[src/bitf_pkg.sv]
// Shared types, constants and helpers for the beacon element tail filter.
// No dependencies; every other file imports this package.
package bitf_pkg;

    // Defaults for the top-level parameters
    localparam int DEF_OUT_LIMIT     = 256;
    localparam int DEF_CAPTURE_DEPTH = 257;

    // Widths sized for the largest supported parameter values
    localparam int CNT_W       = 13;  // output byte count, up to 4096
    localparam int LEN_W       = 9;   // capture length and address, up to 257
    localparam int HOLD_N      = 6;   // bytes held before a keep/drop decision
    localparam int MAX_RES     = 6;   // results per item at most
    localparam int QUEUE_DEPTH = 4;   // power of two

    // Element codes
    localparam logic [7:0]  EID_SSID     = 8'd0;
    localparam logic [7:0]  EID_VHT_OPER = 8'd192;
    localparam logic [7:0]  EID_VENDOR   = 8'd221;
    localparam logic [23:0] OUI_VENDOR   = 24'h0050F2;
    localparam logic [7:0]  TYPE_WMM     = 8'd2;
    localparam logic [7:0]  TYPE_WPA     = 8'd1;

    // Request and result codes
    localparam logic       REQ_BYTE    = 1'b0;
    localparam logic       REQ_FINISH  = 1'b1;
    localparam logic       KIND_BYTE   = 1'b0;
    localparam logic       KIND_STATUS = 1'b1;
    localparam logic [1:0] ST_OK       = 2'd0;
    localparam logic [1:0] ST_EMPTY    = 2'd1;
    localparam logic [1:0] ST_TRUNC    = 2'd2;
    localparam logic [1:0] ST_LONG     = 2'd3;

    typedef struct packed {
        logic       req_type;
        logic [7:0] tail_byte;
        logic       final_byte;
    } req_t;

    typedef struct packed {
        logic       out_kind;
        logic [7:0] out_byte;
        logic [1:0] status;
        logic [8:0] kept_length;
        logic       run_last;
    } res_t;

    // Work handed from the parser to the result sequencer
    typedef struct packed {
        logic                   drain;    // bytes come from the capture store
        logic [2:0]             cnt;      // number of byte results
        logic [HOLD_N-1:0][7:0] bytes;    // byte results when not draining
        logic [CNT_W-1:0]       base;     // output count before this item
        logic                   cap_en;   // also write the bytes to the store
        logic [LEN_W-1:0]       addr;     // store address of the first byte
        logic                   stat_en;  // status item after the bytes
        logic [1:0]             stat;
    } cmd_t;

    function automatic logic is_dropped_id(input logic [7:0] id);
        return id == EID_SSID || id == 8'd1 || id == 8'd7 || id == 8'd32 ||
               id == 8'd42 || id == 8'd45 || id == 8'd50 || id == 8'd61 ||
               id == 8'd191 || id == EID_VHT_OPER;
    endfunction

endpackage

[src/bitf_front.sv]
// Element parser: accepts items, tracks the element walk and counters,
// and pushes one command per item that causes results. Uses bitf_pkg.
module bitf_front
    import bitf_pkg::*;
#(
    parameter int OUT_LIMIT     = DEF_OUT_LIMIT,
    parameter int CAPTURE_DEPTH = DEF_CAPTURE_DEPTH
)
(
    input  logic clk,
    input  logic rst_n,
    input  logic accept,
    input  req_t req,
    output logic push,
    output cmd_t cmd
);

    localparam int SUM_W = CNT_W + 1;

    localparam logic [2:0] PH_ID    = 3'd0;
    localparam logic [2:0] PH_LEN   = 3'd1;
    localparam logic [2:0] PH_HOLD  = 3'd2;
    localparam logic [2:0] PH_PASS  = 3'd3;
    localparam logic [2:0] PH_SKIP  = 3'd4;
    localparam logic [2:0] PH_ENDED = 3'd5;
    localparam logic [2:0] PH_DRAIN = 3'd6;

    logic [2:0]             phase_reg, phase_next;
    logic [7:0]             eid_reg, eid_next;
    logic [7:0]             br_reg, br_next;
    logic [HOLD_N-1:0][7:0] hold_reg, hold_next;
    logic [2:0]             hc_reg, hc_next;
    logic [CNT_W-1:0]       oc_reg, oc_next;
    logic [1:0]             err_reg, err_next;
    logic                   wf_reg, wf_next;
    logic [LEN_W-1:0]       wl_reg, wl_next;
    logic [LEN_W-1:0]       di_reg, di_next;
    logic                   lp_reg, lp_next;
    logic                   cap_reg, cap_next;

    logic                   do_keep;
    logic                   wpa_hit;
    logic [23:0]            oui;
    logic [SUM_W-1:0]       token;
    logic [2:0]             phase_eff;
    logic [1:0]             err_eff;
    logic [LEN_W-1:0]       di_eff;
    logic [LEN_W-1:0]       rem;
    logic [2:0]             k;

    always_comb
    begin
        phase_next = phase_reg;
        eid_next   = eid_reg;
        br_next    = br_reg;
        hold_next  = hold_reg;
        hc_next    = hc_reg;
        oc_next    = oc_reg;
        err_next   = err_reg;
        wf_next    = wf_reg;
        wl_next    = wl_reg;
        di_next    = di_reg;
        lp_next    = lp_reg;
        cap_next   = cap_reg;
        push       = 1'b0;
        cmd        = '0;
        do_keep    = 1'b0;
        wpa_hit    = 1'b0;
        oui        = '0;
        token      = '0;
        phase_eff  = phase_reg;
        err_eff    = err_reg;
        di_eff     = di_reg;
        rem        = '0;
        k          = '0;

        if (accept && req.req_type == REQ_BYTE)
        begin
            // Advance the element walk by one byte
            unique case (phase_reg)
                PH_ID:
                begin
                    eid_next   = req.tail_byte;
                    phase_next = PH_LEN;
                end
                PH_LEN:
                begin
                    br_next = req.tail_byte;
                    if (!req.final_byte)
                    begin
                        hold_next[0] = eid_reg;
                        hold_next[1] = req.tail_byte;
                        hc_next      = 3'd2;
                        if (is_dropped_id(eid_reg))
                            phase_next = (req.tail_byte != 8'd0) ? PH_SKIP : PH_ID;
                        else if (eid_reg == EID_VENDOR && req.tail_byte >= 8'd4)
                            phase_next = PH_HOLD;
                        else
                            do_keep = 1'b1;
                    end
                end
                PH_HOLD:
                begin
                    hold_next[hc_reg] = req.tail_byte;
                    hc_next           = hc_reg + 3'd1;
                    br_next           = br_reg - 8'd1;
                    if (hc_reg == 3'(HOLD_N - 1))
                    begin
                        oui = {hold_next[2], hold_next[3], hold_next[4]};
                        if (oui == OUI_VENDOR && hold_next[5] == TYPE_WMM)
                        begin
                            phase_next = (br_next != 8'd0) ? PH_SKIP : PH_ID;
                        end
                        else
                        begin
                            do_keep = 1'b1;
                            wpa_hit = oui == OUI_VENDOR && hold_next[5] == TYPE_WPA &&
                                      !wf_reg;
                        end
                    end
                end
                PH_PASS:
                begin
                    push          = 1'b1;
                    cmd.cnt       = 3'd1;
                    cmd.bytes[0]  = req.tail_byte;
                    cmd.base      = oc_reg;
                    oc_next       = oc_reg + CNT_W'(1);
                    if (cap_reg && wl_reg < LEN_W'(CAPTURE_DEPTH))
                    begin
                        cmd.cap_en = 1'b1;
                        cmd.addr   = wl_reg;
                        wl_next    = wl_reg + LEN_W'(1);
                    end
                    br_next = br_reg - 8'd1;
                    if (br_next == 8'd0)
                    begin
                        phase_next = PH_ID;
                        cap_next   = 1'b0;
                    end
                end
                PH_SKIP:
                begin
                    br_next = br_reg - 8'd1;
                    if (br_next == 8'd0)
                    begin
                        if (lp_reg)
                        begin
                            err_next   = ST_LONG;
                            phase_next = PH_ENDED;
                        end
                        else
                        begin
                            phase_next = PH_ID;
                        end
                    end
                end
                default: ;
            endcase

            // Release the held bytes, or drop the element at the output limit
            if (do_keep)
            begin
                token = SUM_W'(hold_next[1]) + SUM_W'(2);
                if (SUM_W'(oc_reg) + token > SUM_W'(OUT_LIMIT))
                begin
                    if (br_next == 8'd0)
                    begin
                        err_next   = ST_LONG;
                        phase_next = PH_ENDED;
                    end
                    else
                    begin
                        lp_next    = 1'b1;
                        phase_next = PH_SKIP;
                    end
                end
                else
                begin
                    push       = 1'b1;
                    cmd.cnt    = hc_next;
                    cmd.bytes  = hold_next;
                    cmd.base   = oc_reg;
                    oc_next    = oc_reg + CNT_W'(hc_next);
                    phase_next = (br_next != 8'd0) ? PH_PASS : PH_ID;
                    if (wpa_hit)
                    begin
                        wf_next    = 1'b1;
                        wl_next    = LEN_W'(HOLD_N);
                        cap_next   = br_next != 8'd0;
                        cmd.cap_en = 1'b1;
                        cmd.addr   = '0;
                    end
                end
            end

            // End the stream on its last byte
            if (req.final_byte && phase_reg < PH_ENDED && phase_next < PH_ENDED)
            begin
                if ((phase_next == PH_HOLD || phase_next == PH_PASS ||
                     phase_next == PH_SKIP) && br_next != 8'd0)
                    err_next = ST_TRUNC;
                phase_next = PH_ENDED;
            end
        end
        else if (accept)
        begin
            // Finish tick: close the stream, then drain capture and status
            if (phase_reg < PH_ENDED)
            begin
                if ((phase_reg == PH_HOLD || phase_reg == PH_PASS ||
                     phase_reg == PH_SKIP) && br_reg != 8'd0)
                    err_eff = ST_TRUNC;
                phase_eff = PH_ENDED;
            end
            cap_next = 1'b0;
            if (phase_eff == PH_ENDED)
            begin
                if (err_eff == ST_OK && wf_reg &&
                    SUM_W'(oc_reg) + SUM_W'(wl_reg) > SUM_W'(OUT_LIMIT))
                    err_eff = ST_LONG;
                di_eff = '0;
            end
            if (err_eff == ST_OK && wf_reg)
                rem = wl_reg - di_eff;
            k = (rem >= LEN_W'(MAX_RES)) ? 3'(MAX_RES) : rem[2:0];

            push      = 1'b1;
            cmd.drain = 1'b1;
            cmd.cnt   = k;
            cmd.addr  = di_eff;
            cmd.base  = oc_reg;
            if (k != 3'(MAX_RES))
            begin
                cmd.stat_en = 1'b1;
                if (err_eff != ST_OK)
                    cmd.stat = err_eff;
                else
                    cmd.stat = (oc_reg + CNT_W'(k) == '0) ? ST_EMPTY : ST_OK;
                phase_next = PH_ID;
                eid_next   = '0;
                br_next    = '0;
                hc_next    = '0;
                oc_next    = '0;
                err_next   = ST_OK;
                wf_next    = 1'b0;
                wl_next    = '0;
                di_next    = '0;
                lp_next    = 1'b0;
            end
            else
            begin
                phase_next = PH_DRAIN;
                di_next    = di_eff + LEN_W'(k);
                oc_next    = oc_reg + CNT_W'(k);
                err_next   = err_eff;
            end
        end
    end

    // Hold parse state
    always_ff @(posedge clk or negedge rst_n)
    begin
        if (!rst_n)
        begin
            phase_reg <= PH_ID;
            eid_reg   <= '0;
            br_reg    <= '0;
            hc_reg    <= '0;
            oc_reg    <= '0;
            err_reg   <= ST_OK;
            wf_reg    <= 1'b0;
            wl_reg    <= '0;
            di_reg    <= '0;
            lp_reg    <= 1'b0;
            cap_reg   <= 1'b0;
        end
        else
        begin
            phase_reg <= phase_next;
            eid_reg   <= eid_next;
            br_reg    <= br_next;
            hc_reg    <= hc_next;
            oc_reg    <= oc_next;
            err_reg   <= err_next;
            wf_reg    <= wf_next;
            wl_reg    <= wl_next;
            di_reg    <= di_next;
            lp_reg    <= lp_next;
            cap_reg   <= cap_next;
        end
    end

    // Hold element head bytes
    always_ff @(posedge clk)
    begin
        hold_reg <= hold_next;
    end

endmodule

[src/bitf_queue.sv]
// Short command queue between the parser and the result sequencer.
// Uses bitf_pkg for the command type and depth.
module bitf_queue
    import bitf_pkg::*;
(
    input  logic clk,
    input  logic rst_n,
    input  logic push,
    input  cmd_t cmd_in,
    input  logic pop,
    output cmd_t head,
    output logic not_empty,
    output logic full
);

    localparam int PTR_W = $clog2(QUEUE_DEPTH);

    cmd_t              q_mem [QUEUE_DEPTH];
    logic [PTR_W-1:0]  wr_reg, wr_next;
    logic [PTR_W-1:0]  rd_reg, rd_next;
    logic [PTR_W:0]    cnt_reg, cnt_next;
    logic              do_push;
    logic              do_pop;

    assign not_empty = cnt_reg != '0;
    assign full      = cnt_reg == (PTR_W + 1)'(QUEUE_DEPTH);
    assign head      = q_mem[rd_reg];
    assign do_push   = push && !full;
    assign do_pop    = pop && not_empty;

    // Advance pointers and fill count
    always_comb
    begin
        wr_next  = do_push ? wr_reg + PTR_W'(1) : wr_reg;
        rd_next  = do_pop ? rd_reg + PTR_W'(1) : rd_reg;
        cnt_next = cnt_reg + (PTR_W + 1)'(do_push) - (PTR_W + 1)'(do_pop);
    end

    always_ff @(posedge clk or negedge rst_n)
    begin
        if (!rst_n)
        begin
            wr_reg  <= '0;
            rd_reg  <= '0;
            cnt_reg <= '0;
        end
        else
        begin
            wr_reg  <= wr_next;
            rd_reg  <= rd_next;
            cnt_reg <= cnt_next;
        end
    end

    // Store entries
    always_ff @(posedge clk)
    begin
        if (do_push)
            q_mem[wr_reg] <= cmd_in;
    end

endmodule

[src/bitf_back.sv]
// Result sequencer: expands each command into result items, one per cycle
// while the receiver takes them; owns the capture store and the output register. Uses bitf_pkg.
module bitf_back
    import bitf_pkg::*;
#(
    parameter int CAPTURE_DEPTH = DEF_CAPTURE_DEPTH
)
(
    input  logic clk,
    input  logic rst_n,
    input  cmd_t head,
    input  logic head_valid,
    output logic pop,
    output logic res_valid,
    input  logic res_ready,
    output res_t res
);

    localparam int AW = $clog2(CAPTURE_DEPTH);

    logic [7:0]       store [CAPTURE_DEPTH];
    logic [7:0]       store_q;
    logic [2:0]       idx_reg, idx_next;
    logic             ov_reg, ov_next;
    logic             kind_q;
    logic [7:0]       byte_q;
    logic [1:0]       stat_q;
    logic [8:0]       kept_q;
    logic             last_q;
    logic             from_store_q;

    logic             adv;
    logic             last;
    logic             is_byte;
    logic [2:0]       total;
    logic [LEN_W-1:0] addr_sum;
    logic [AW-1:0]    store_a;
    logic [7:0]       byte_sel;
    logic [CNT_W-1:0] kept_sum;

    // Pick the next result of the head command
    always_comb
    begin
        total    = head.cnt + 3'(head.stat_en);
        last     = (idx_reg + 3'd1) == total;
        is_byte  = idx_reg < head.cnt;
        adv      = head_valid && (!ov_reg || res_ready);
        pop      = adv && last;
        addr_sum = head.addr + LEN_W'(idx_reg);
        store_a  = AW'(addr_sum);
        byte_sel = head.bytes[idx_reg];
        kept_sum = is_byte ? head.base + CNT_W'(idx_reg) + CNT_W'(1)
                           : head.base + CNT_W'(head.cnt);
        idx_next = adv ? (last ? 3'd0 : idx_reg + 3'd1) : idx_reg;
        ov_next  = adv ? 1'b1 : (res_ready ? 1'b0 : ov_reg);
    end

    always_ff @(posedge clk or negedge rst_n)
    begin
        if (!rst_n)
        begin
            idx_reg <= '0;
            ov_reg  <= 1'b0;
        end
        else
        begin
            idx_reg <= idx_next;
            ov_reg  <= ov_next;
        end
    end

    // Load the output register
    always_ff @(posedge clk)
    begin
        if (adv)
        begin
            kind_q       <= is_byte ? KIND_BYTE : KIND_STATUS;
            byte_q       <= is_byte ? byte_sel : 8'd0;
            stat_q       <= is_byte ? ST_OK : head.stat;
            kept_q       <= kept_sum[8:0];
            last_q       <= last;
            from_store_q <= is_byte && head.drain;
        end
    end

    // Capture store: write captured bytes, read drained ones
    always_ff @(posedge clk)
    begin
        if (adv && is_byte && head.cap_en)
            store[store_a] <= byte_sel;
        if (adv && is_byte && head.drain)
            store_q <= store[store_a];
    end

    assign res_valid       = ov_reg;
    assign res.out_kind    = kind_q;
    assign res.out_byte    = from_store_q ? store_q : byte_q;
    assign res.status      = stat_q;
    assign res.kept_length = kept_q;
    assign res.run_last    = last_q;

endmodule

[src/beacon_ie_tail_filter.sv]
// Top level of the beacon element tail filter: parser, command queue and
// result sequencer. Depends on bitf_pkg, bitf_front, bitf_queue, bitf_back.
//
// Usage: req carries one item per handshake: a stream byte (req_type 0)
// or a finish tick (req_type 1). res carries result items: kept bytes,
// appended capture bytes and one final status item; run_last marks the
// last result caused by an item. Both channels are valid/ready.
// Throughput: one item per cycle while each item causes at most one
// result and the receiver is ready; the sequencer emits one result per
// cycle while the receiver takes them, so an item that releases the six
// held bytes or drains six capture bytes holds the result side for six results.
// A four-entry command queue lets the parser keep taking items meanwhile.
// An accepted item's command goes through the queue, then the output register.
// Drained capture bytes are read from a 257-byte store with a registered
// read port, one per cycle while the receiver is ready.
// Reset clears the parse state, the queue and the output valid flag; the
// store and the output data are not cleared. When the receiver stalls, the
// result is held, the queue fills, and req_ready drops once it is full.
module beacon_ie_tail_filter
    import bitf_pkg::*;
#(
    parameter int OUT_LIMIT     = DEF_OUT_LIMIT,
    parameter int CAPTURE_DEPTH = DEF_CAPTURE_DEPTH
)
(
    input  logic clk,
    input  logic rst_n,
    input  logic req_valid,
    output logic req_ready,
    input  req_t req,
    output logic res_valid,
    input  logic res_ready,
    output res_t res
);

    logic accept;
    logic push;
    cmd_t cmd;
    cmd_t head;
    logic head_valid;
    logic q_full;
    logic pop;

    assign req_ready = !q_full;
    assign accept    = req_valid && req_ready;

    bitf_front #(
        .OUT_LIMIT     (OUT_LIMIT),
        .CAPTURE_DEPTH (CAPTURE_DEPTH)
    ) u_front (
        .clk    (clk),
        .rst_n  (rst_n),
        .accept (accept),
        .req    (req),
        .push   (push),
        .cmd    (cmd)
    );

    bitf_queue u_queue (
        .clk       (clk),
        .rst_n     (rst_n),
        .push      (push),
        .cmd_in    (cmd),
        .pop       (pop),
        .head      (head),
        .not_empty (head_valid),
        .full      (q_full)
    );

    bitf_back #(
        .CAPTURE_DEPTH (CAPTURE_DEPTH)
    ) u_back (
        .clk        (clk),
        .rst_n      (rst_n),
        .head       (head),
        .head_valid (head_valid),
        .pop        (pop),
        .res_valid  (res_valid),
        .res_ready  (res_ready),
        .res        (res)
    );

endmodule

[config.mk]
export PLATFORM = sky130hd
export DESIGN_NAME = beacon_ie_tail_filter
export DESIGN_NICKNAME = d
export VERILOG_FILES = /design/src/bitf_pkg.sv /design/src/bitf_front.sv /design/src/bitf_queue.sv /design/src/bitf_back.sv /design/src/beacon_ie_tail_filter.sv
export SDC_FILE = /design/constraint.sdc
export NUM_CORES = 2
export LEC_CHECK = 0
export ABC_CLOCK_PERIOD_IN_PS = 17550
export BUFFER_PORTS_ARGS = -buffer_cell sky130_fd_sc_hd__clkbuf_2
export CAP_MARGIN = 20
export CORE_MARGIN = 2
export CORE_UTILIZATION = 47
export CTS_CLUSTER_DIAMETER = 150
export DETAILED_ROUTE_END_ITERATION = 12
export PLACE_DENSITY = 0.72
export SLEW_MARGIN = 20
export SYNTH_ARGS = -nofsm -noshare
export SYNTH_HDL_FRONTEND = slang
export SYNTH_SLANG_ARGS = --single-unit
export TNS_END_PERCENT = 1
[constraint.sdc]
create_clock -name clk -period 17.55 [get_ports clk]
set_clock_uncertainty 0.05 [all_clocks]
set_input_delay 0 -clock clk [delete_from_list [all_inputs] [get_ports clk]]
set_output_delay 0 -clock clk [all_outputs]
set_load 0.02 [all_outputs]
==> results.txt <==
peak fanout along the critical path = 58
first-pass GRT wire length = 355000 um
largest net degree at the start of global routing = 258
Netlist cell types = 97
max reg flops = 2056
fin crit period = 7.75 ns
Starting Density = 0.472
crit end category = flop
syn nets = 5264
post-cts resize count = 0
drt total wl = 242000 um
boundary pin count = 37
Critical Path Source Type = flop
M1 WL = 96200 um
met3 wire length = 21100 um
Synth Warn # = 0
Die Ht = 470 um
Top FF cell, synth = edfxtp_1
Clock Path Buffers = 3
Pre-Repair DR Iteration Count = 8
Port Buffers = 36
vias in the first global route = 51.9k
part of the cycle the worst path needs = 0.442
post-CTS setup buffers = 0
Root Buffer = clkbuf_16
Vias = 52.0k
# DRC = 0
Row Count = 171
top sig layer = met5
Final nets = 5338
clk_lat worst skew = 0.88 ns
grt total ovfl = 0
Fill cells = 16.4k
netlist area before placement = 0.102 sq mm
Chip Width = 470 um
RSZ-0062 raised after global routing = false
flops & latches, synth = 2499
total number of H-tree levels = 4
Die ar. = 0.221 sq mm
Seq/Total Area, Yosys = 0.731
setup TNS = 0 ns
Area Growth Syn to Fin = 11.3%
hold bufs inserted after CTS = 18
antenna violations before repair = 4
Max Cap Viol = 0
Post-DP HPWL = 140000 um
GPL Wtd Cong = 0.868
Avg Cell Area, Syn = 19.7 sq um
status = completed
Clock Sinks = 2499
Worst Path Required = 17.95 ns
fraction of layout cells with a size suffix above 1 = 0.240
Total GRT Usage = 0.217
final setup fails = 0
worst reg2reg path startpoint = u_front.phase_reg[1]
TritonCTS clock tree = built
post-route ant nets = 0
crit path kind = flop to flop
Async S/R FF share, synth = 0.0276
fmax = 0.129 GHz
Hold Vio Cnt, Final = 0
number of flops mapped to enable cells by yosys = 2430
DRT iter0 DRCs = 6911
slew margin rel. = 0.179
CTS buffer count = 231
CTS clk-pin slew, worst paths = 0.07 ns
worst hold path class = primary input to flop
Slew @ Worst Pin = 1.23 ns
cell count after synthesis = 5174
Core Area = 0.217 sq mm
routed len/inst = 29.2 um
Max Transition Viols Final = 0
min-delay src = req[1]
Via density = 6.26
CP startpoint = u_front.phase_reg[1]
Met2 Wirelength = 118000 um
Arrival @ worst endpoint = 8.15 ns
layout make-up:
class | count | area [sq um] | share of cell area
diodes | 1 | 2.50 | 0.0000220
clock buffers | 287 | 6140 | 0.0540
clock inverters | 142 | 1610 | 0.0141
inverters | 82 | 309 | 0.00272
multi-input cells | 2298 | 26200 | 0.231
flip-flops and latches | 2499 | 74700 | 0.657
well taps | 2854 | 3570 | 0.0314
repair buffers | 136 | 1170 | 0.0103
synth_stat cells (all sizes together), types with 19 or more instances:
master	n	area, sq um
mux4	721	16200
clkbuf	213	800
a21oi	67	339
buf	82	422
dfrtp	69	1730
nand4	33	206
a22oi	23	178
nor2	372	1400
mux2	50	563
o21ai	55	275
a21o	19	143
a22o	19	166
ha	66	826
nor3	43	220
inv	79	297
mux2i	52	521
and2	28	175
edfxtp	2430	73000
xnor2	32	295
and3	49	307
xor2	23	201
nand2	272	1020
nand3	82	410
nor2b	21	131
through the flow:
stage          hold WS [ns]  std cells  area, sq um  setup WS (ns)  utilization
3_3_place_gp          0.185       7849       106000          10.17        0.488
5_1_grt               0.164       8298       114000           9.21        0.525
3_5_place_dp          0.180       7849       106000           9.98        0.488
4_1_cts               0.103       8296       114000           9.91        0.525
2_1_floorplan        -0.346       5174       102000           7.07            -
6_report              0.151       8299       114000           9.80        0.525
placed cells by master, fill, tap and decap left out, types with 35 or more instances in the layout:
cell type	synthesis	final
ha_1	66	65
clkinv_2	0	44
clkbuf_1	213	44
buf_4	19	69
o21ai_0	53	53
nor3_1	42	42
nor2_1	372	369
nand3_1	82	78
inv_1	78	78
clkinv_1	3	47
mux4_2	721	721
edfxtp_1	2430	2430
nand2_1	272	260
clkbuf_16	0	234
clkbuf_2	0	35
mux2_2	50	50
mux2i_1	52	52
a21oi_1	66	66
and3_1	49	49
dfrtp_1	69	67
critical path, cell delays in order, from the launching register on:
cell	delay, ns
dfrtp_1	0.46
buf_4	0.23
nor2_1	0.15
nand2_1	0.11
nor2_1	0.69
a31oi_1	0.36
a21oi_1	0.41
inv_1	0.15
ha_1	0.28
nand2_1	0.11
xnor2_1	0.12
ha_1	0.31
o21a_1	0.26
nor2_1	0.13
mux2i_1	0.20
nor3_1	0.08
or4b_4	0.58
a221oi_4	0.26
buf_4	0.35
nor3_2	0.10
nor2_1	0.60
and2_4	0.45
buf_4	0.74
layer usage:
layer,global-route usage,vias to the layer above
met2,0.348,2720
met5,0,-
met3,0.0360,437
met1,0.308,27400
met4,0.0666,2
li1,-,21400
final timing paths:
kind,to,slack [ns],depth (start not counted)
worst max-delay path,u_queue.q_mem[0][67],9.80,22
worst min-delay path,u_front.eid_reg[0],0.15,4
worst max register to register,u_queue.q_mem[0][67],9.80,22
worst min register to register,u_front.di_reg[2],0.43,2
max in group asynchronous,u_front.di_reg[7],16.89,4
min in group asynchronous,u_front.br_reg[0],0.18,4
logic make-up after synthesis:
group / after synthesis / share of synthesized area
flip-flops: 2499 / 0.731
AO/OA/AOI/OAI: 357 / 0.0251
adder cells (fa/ha/maj): 76 / 0.0100
XOR/XNOR: 55 / 0.00486
multiplexers: 823 / 0.170
AND/OR/NAND/NOR: 987 / 0.0444
buffers and inverters: 377 / 0.0150
Power is left out: the tool's default activity adds up to more than one toggle a clock period on the data nets, which glitch-free logic cannot reach.
